**config.mk**
```make
export PLATFORM = sky130hd
export DESIGN_NAME = cpap_mul
export DESIGN_NICKNAME = d
export VERILOG_FILES = /design/src/rtl/core/cpap_pkg.sv /design/src/rtl/core/cpap_mul.sv
export SDC_FILE = /design/constraint.sdc
export NUM_CORES = 1
export LEC_CHECK = 0
export ABC_AREA = 1
export BUFFER_PORTS_ARGS = -buffer_cell sky130_fd_sc_hd__clkbuf_2
export CAP_MARGIN = 20
export CORE_UTILIZATION = 25
export CTS_BUF_LIST = sky130_fd_sc_hd__clkbuf_8
export CTS_CLUSTER_SIZE = 12
export DETAILED_ROUTE_END_ITERATION = 10
export SLEW_MARGIN = 25
export SYNTH_ARGS = -nofsm -noshare
export SYNTH_HDL_FRONTEND = slang
export SYNTH_SLANG_ARGS = --single-unit
```
**constraint.sdc**
```tcl
create_clock -name clk -period 5.3 [get_ports clk]
set_clock_uncertainty 0.2 [all_clocks]
set_input_delay 0.53 -clock clk [delete_from_list [all_inputs] [get_ports clk]]
set_output_delay 0.53 -clock clk [all_outputs]
set_load 0.02 [all_outputs]
```
**src/rtl/core/cpap_pkg.sv**
```systemverilog
package cpap_pkg;

	localparam int MAX_STATIONS_DEF = 1024;
	localparam int MIN_STATIONS_DEF = 3;

	// operand width of the shared multiplier
	localparam int MUL_W = 35;

	localparam logic [1:0] OP_CLEAR  = 2'd0;
	localparam logic [1:0] OP_APPEND = 2'd1;
	localparam logic [1:0] OP_CLOSE  = 2'd2;
	localparam logic [1:0] OP_QUERY  = 2'd3;

	localparam logic [1:0] ST_OK     = 2'd0;
	localparam logic [1:0] ST_FULL   = 2'd1;
	localparam logic [1:0] ST_NOLOAD = 2'd2;
	localparam logic [1:0] ST_SAT    = 2'd3;

endpackage

```
**src/rtl/core/cpap_mul.sv**
```systemverilog
module cpap_mul
	import cpap_pkg::*;
(
	input  logic                      clk,
	input  logic                      arst_n,
	input  logic                      start,
	input  logic signed [MUL_W-1:0]   a,
	input  logic signed [MUL_W-1:0]   b,
	output logic                      done,
	output logic signed [2*MUL_W-1:0] p
);

	localparam int IT_W = $clog2(MUL_W);

	logic [2*MUL_W-1:0] acc_q;
	logic [2*MUL_W-1:0] mcand_q;
	logic [MUL_W-1:0]   mplier_q;
	logic [IT_W-1:0]    it_q;
	logic               neg_q;
	logic               busy_q;
	logic               done_q;
	logic [MUL_W-1:0]   mag_a;
	logic [MUL_W-1:0]   mag_b;

	assign mag_a = a[MUL_W-1] ? MUL_W'(-a) : MUL_W'(a);
	assign mag_b = b[MUL_W-1] ? MUL_W'(-b) : MUL_W'(b);

	// shift-add over magnitudes, one bit a cycle
	always_ff @(posedge clk or negedge arst_n) begin
		if (!arst_n) begin
			acc_q    <= '0;
			mcand_q  <= '0;
			mplier_q <= '0;
			it_q     <= '0;
			neg_q    <= 1'b0;
			busy_q   <= 1'b0;
			done_q   <= 1'b0;
		end else if (start) begin
			acc_q    <= '0;
			mcand_q  <= (2*MUL_W)'(mag_a);
			mplier_q <= mag_b;
			it_q     <= '0;
			neg_q    <= a[MUL_W-1] ^ b[MUL_W-1];
			busy_q   <= 1'b1;
			done_q   <= 1'b0;
		end else if (busy_q) begin
			if (mplier_q[0]) begin
				acc_q <= acc_q + mcand_q;
			end
			mcand_q  <= {mcand_q[2*MUL_W-2:0], 1'b0};
			mplier_q <= {1'b0, mplier_q[MUL_W-1:1]};
			it_q     <= it_q + 1'b1;
			if (it_q == IT_W'(MUL_W - 1)) begin
				busy_q <= 1'b0;
				done_q <= 1'b1;
			end
		end else begin
			done_q <= 1'b0;
		end
	end

	assign done = done_q;
	assign p    = neg_q ? $signed(-acc_q) : $signed(acc_q);

endmodule

```
==> out/qor.txt <==
RSZ-0062 raised after global routing - no
min cycle time layout - 3770 ps
final layout net count - 3119
CP startpoint kind - register
clock buffer depth - 2
flip-flop and latch area - 4610 um^2
# port buffers - 143
Synth Area in Simple Gates - 0.371
XOR/XNOR share of the synthesized area - 0.0372
total track usage - 0.181
post-synth net total - 3004
TritonCTS clock tree - built
multi-input logic area - 10600 um^2
top-count cell post-synth - nand2_1
IO Count - 144
CP Class - reg -> out
row cnt - 96
final core utilization - 0.285
via count - 18500
final hold vios - 0
Avg Synthesized Cell Area - 6.10 um^2
DR DRC count - 0
Synth top cells by count - 836 x nand2_1, 504 x inv_1, 298 x nor2_1, 216 x nand3_1, 184 x dfrtp_1
Ys Warns - 0
WL per Instance - 16.2 um
Async SR Flop Fraction - 1.00
final antenna-violating net count - 0
Hold WC Path Type - in -> reg
worst reg2reg endpoint - acc_q[64]
post-synth cell types - 50
Static Leak - 0.0101 uW
Num CTS Buffers - 17
dominant cells by area after synthesis - dfrtp_1 26%, nand2_1 18%, inv_1 11%
layout overhead on the synthesized area - 12.7%
die area - 70700 um^2
vias in the first global route - 17400
Cell Area, Synth - 17400 um^2
largest net degree at the start of global routing - 96
Peak Freq - 265 MHz
Compound-Gate Fraction of Synth Area - 0.145
CTS-repair resized insts - 0
r2r startpoint - mcand_q[0]
H-tree levels - 4
first-pass GRT wire length - 98600 um
Worst Setup End Kind - output pin
Pre-antenna DRT Iters - 5
final instance area - 19600 um^2
r2r setup slk - 2170 ps
Setup Total Neg Slack - 0 ps
area leader, netlist - dfrtp_1
Register-to-Register Path Depth - 17
dpl hpwl - 52000 um
Cell Pwr Density - 234 nW/um^2
crit share post-route - 0.712
initial antenna violation count - 12
max cap viols - 0
Synth top area share - 0.264
Area after DPL - 19100 um^2
worst slew pin tran - 1050 ps
largest family of logic cells by synthesized area - simple AND/OR/NAND/NOR gates
Slowest-stage cell, CP - dfrtp_1
CTS clk-pin slew, worst paths - 120 ps
Hold Crit Endpoint - mplier_q[33]
gpl congestion - 0.967
Worst VDD drop - 191 uV
Total Routed Length - 63400 um
adder-cell share of the synthesized area - 0.0543
grt ovf - 0
Slowest Stage Delay on Critical Path - 420 ps
Hold Path Origin - b[33]
DRT iter0 DRCs - 1722
slew margin rel. - 0.298
core box area - 68800 um^2
Initial Utilization - 0.253
Die Ht - 266 um
layout filler cell count - 7811
fin cells - 3920
clk root buf - clkbuf_8
placed instance count - 3879
vias per std cell - 4.71
fraction of layout instances using a drive strength above 1 - 0.0898
Synth Instances - 2856
Post-synth top flop - dfrtp_1
CP max FO - 5
crit path cell chain - inv_2 -> ha_1 -> nand3_2 -> nor2_2 -> nand2_2 -> o21ai_2 -> o211ai_1 -> a21oi_2 -> xor2_1 -> clkbuf_2
CP required - 4570 ps
post-synthesis mux area share - 0
final setup violation count - 0
hold path cells - 4
die span in x - 266 um
register area share after synthesis - 0.264
clock net sink count - 184
Yosys reg bits - 184
crit path DAT - 3040 ps
number of synthesized flops with an enable pin - 0
Clk Latency, worst-skew pair - 580 ps
count of final max-slew check failures - 0
Setup Buffers After CTS - 0
status - completed
per-layer routing:
metal | vias to the layer above | routed length [um] | GRT usage
li1 | 9376 | - | -
met1 | 8465 | 30300 | 0.254
met4 | 14 | 1510 | 0.0606
met2 | 535 | 27500 | 0.278
met3 | 89 | 4030 | 0.0312
met5 | - | 98 | 0
state kept, by name, summed over array words and instances (netlist names):
name / count
acc_q: 70
mcand_q: 70
mplier_q: 35
it_q: 6
busy_q: 1
done: 1
neg_q: 1
layout by cell type (no fill, tap or decap), types with 4 or more instances in the layout:
cell type,synthesis,final
o211ai_1,14,14
o21ai_1,6,6
clkbuf_2,0,142
nand3_2,8,8
xnor2_1,7,7
ha_1,74,74
nand2_1,836,836
o221ai_1,35,35
inv_1,504,503
nor2_2,11,11
o21ai_0,126,126
or2_2,5,5
nor3_1,41,41
inv_6,0,6
xor2_1,67,67
clkbuf_8,1,18
dfrtp_1,184,183
a21oi_1,124,124
inv_2,16,16
o31ai_1,6,6
and2_1,6,6
nor4_1,14,14
dlygate4sd3_1,0,4
o21bai_1,29,29
o21ai_2,4,4
nor2_4,12,12
nand4_1,29,29
nand2_2,11,11
buf_4,2,11
nor2_1,298,298
nand3_1,216,216
diode_2,0,5
o22ai_1,66,66
nand3b_1,13,13
clkinv_8,0,6
metrics by stage:
step | power (uW) | setup slack (ps) | hold WS (ps)
after floorplan | 2870 | 2720 | 34.4
after global placement | 3530 | 1820 | 285
after detailed placement | 3540 | 1790 | 289
after CTS | 4620 | 1470 | 4.03
after global routing | 4890 | 1350 | 53.1
final | 4590 | 1530 | 59.0
final cells by class:
type | instances | area share
multi-input cells | 2086 | 0.539
diodes | 5 | 0.000637
repair buffers | 159 | 0.0442
clock buffers | 17 | 0.0119
clock inverters | 15 | 0.0103
flip-flops and latches | 184 | 0.235
inverters | 523 | 0.100
well taps | 931 | 0.0593
worst max path at each step:
stage	startpoint	end	depth (start not counted)	slack, ps
floorplan	acc_q[1]	p[52]	9	2720
global placement	start	mplier_q[29]	7	1820
detailed placement	start	acc_q[7]	8	1790
CTS	acc_q[0]	p[52]	10	1470
global route	acc_q[0]	p[52]	10	1350
finish	acc_q[1]	p[52]	10	1530
critical path: cells and delay by family, from the launching register on:
family                     cells  cell delay, ps
AOI/OAI and AO/OA              3             820
DFF                            1             420
buffers and inverters          2             340
xor gates and xnor gates       1             260
adders and majority gates      1             240
and+or+nand+nor                3             360
repair_timing:
item,4_1_cts,5_1_grt
setup endpoints to repair,0,0
endpoints found under the hold margin,92,0
hold buffers,4,0
power breakdown:
| group | internal, uW | total [uW] | switching [uW] |
|---|---|---|---|
| Combinational | 553 | 1890 | 1340 |
| Clock | 408 | 1070 | 658 |
| Sequential | 1510 | 1630 | 128 |
| Total | 2470 | 4590 | 2120 |
kinds of logic (layout without fill, tap and decap cells):
kind of cell,after synthesis,after routing
DFF,184,184
adders and majority gates,75,75
buffers and inverters,586,714
and+or+nand+nor,1512,1512
AOI/OAI and AO/OA,425,425
xor gates and xnor gates,74,74
other,0,5
Power figures use the tool's default switching activity.
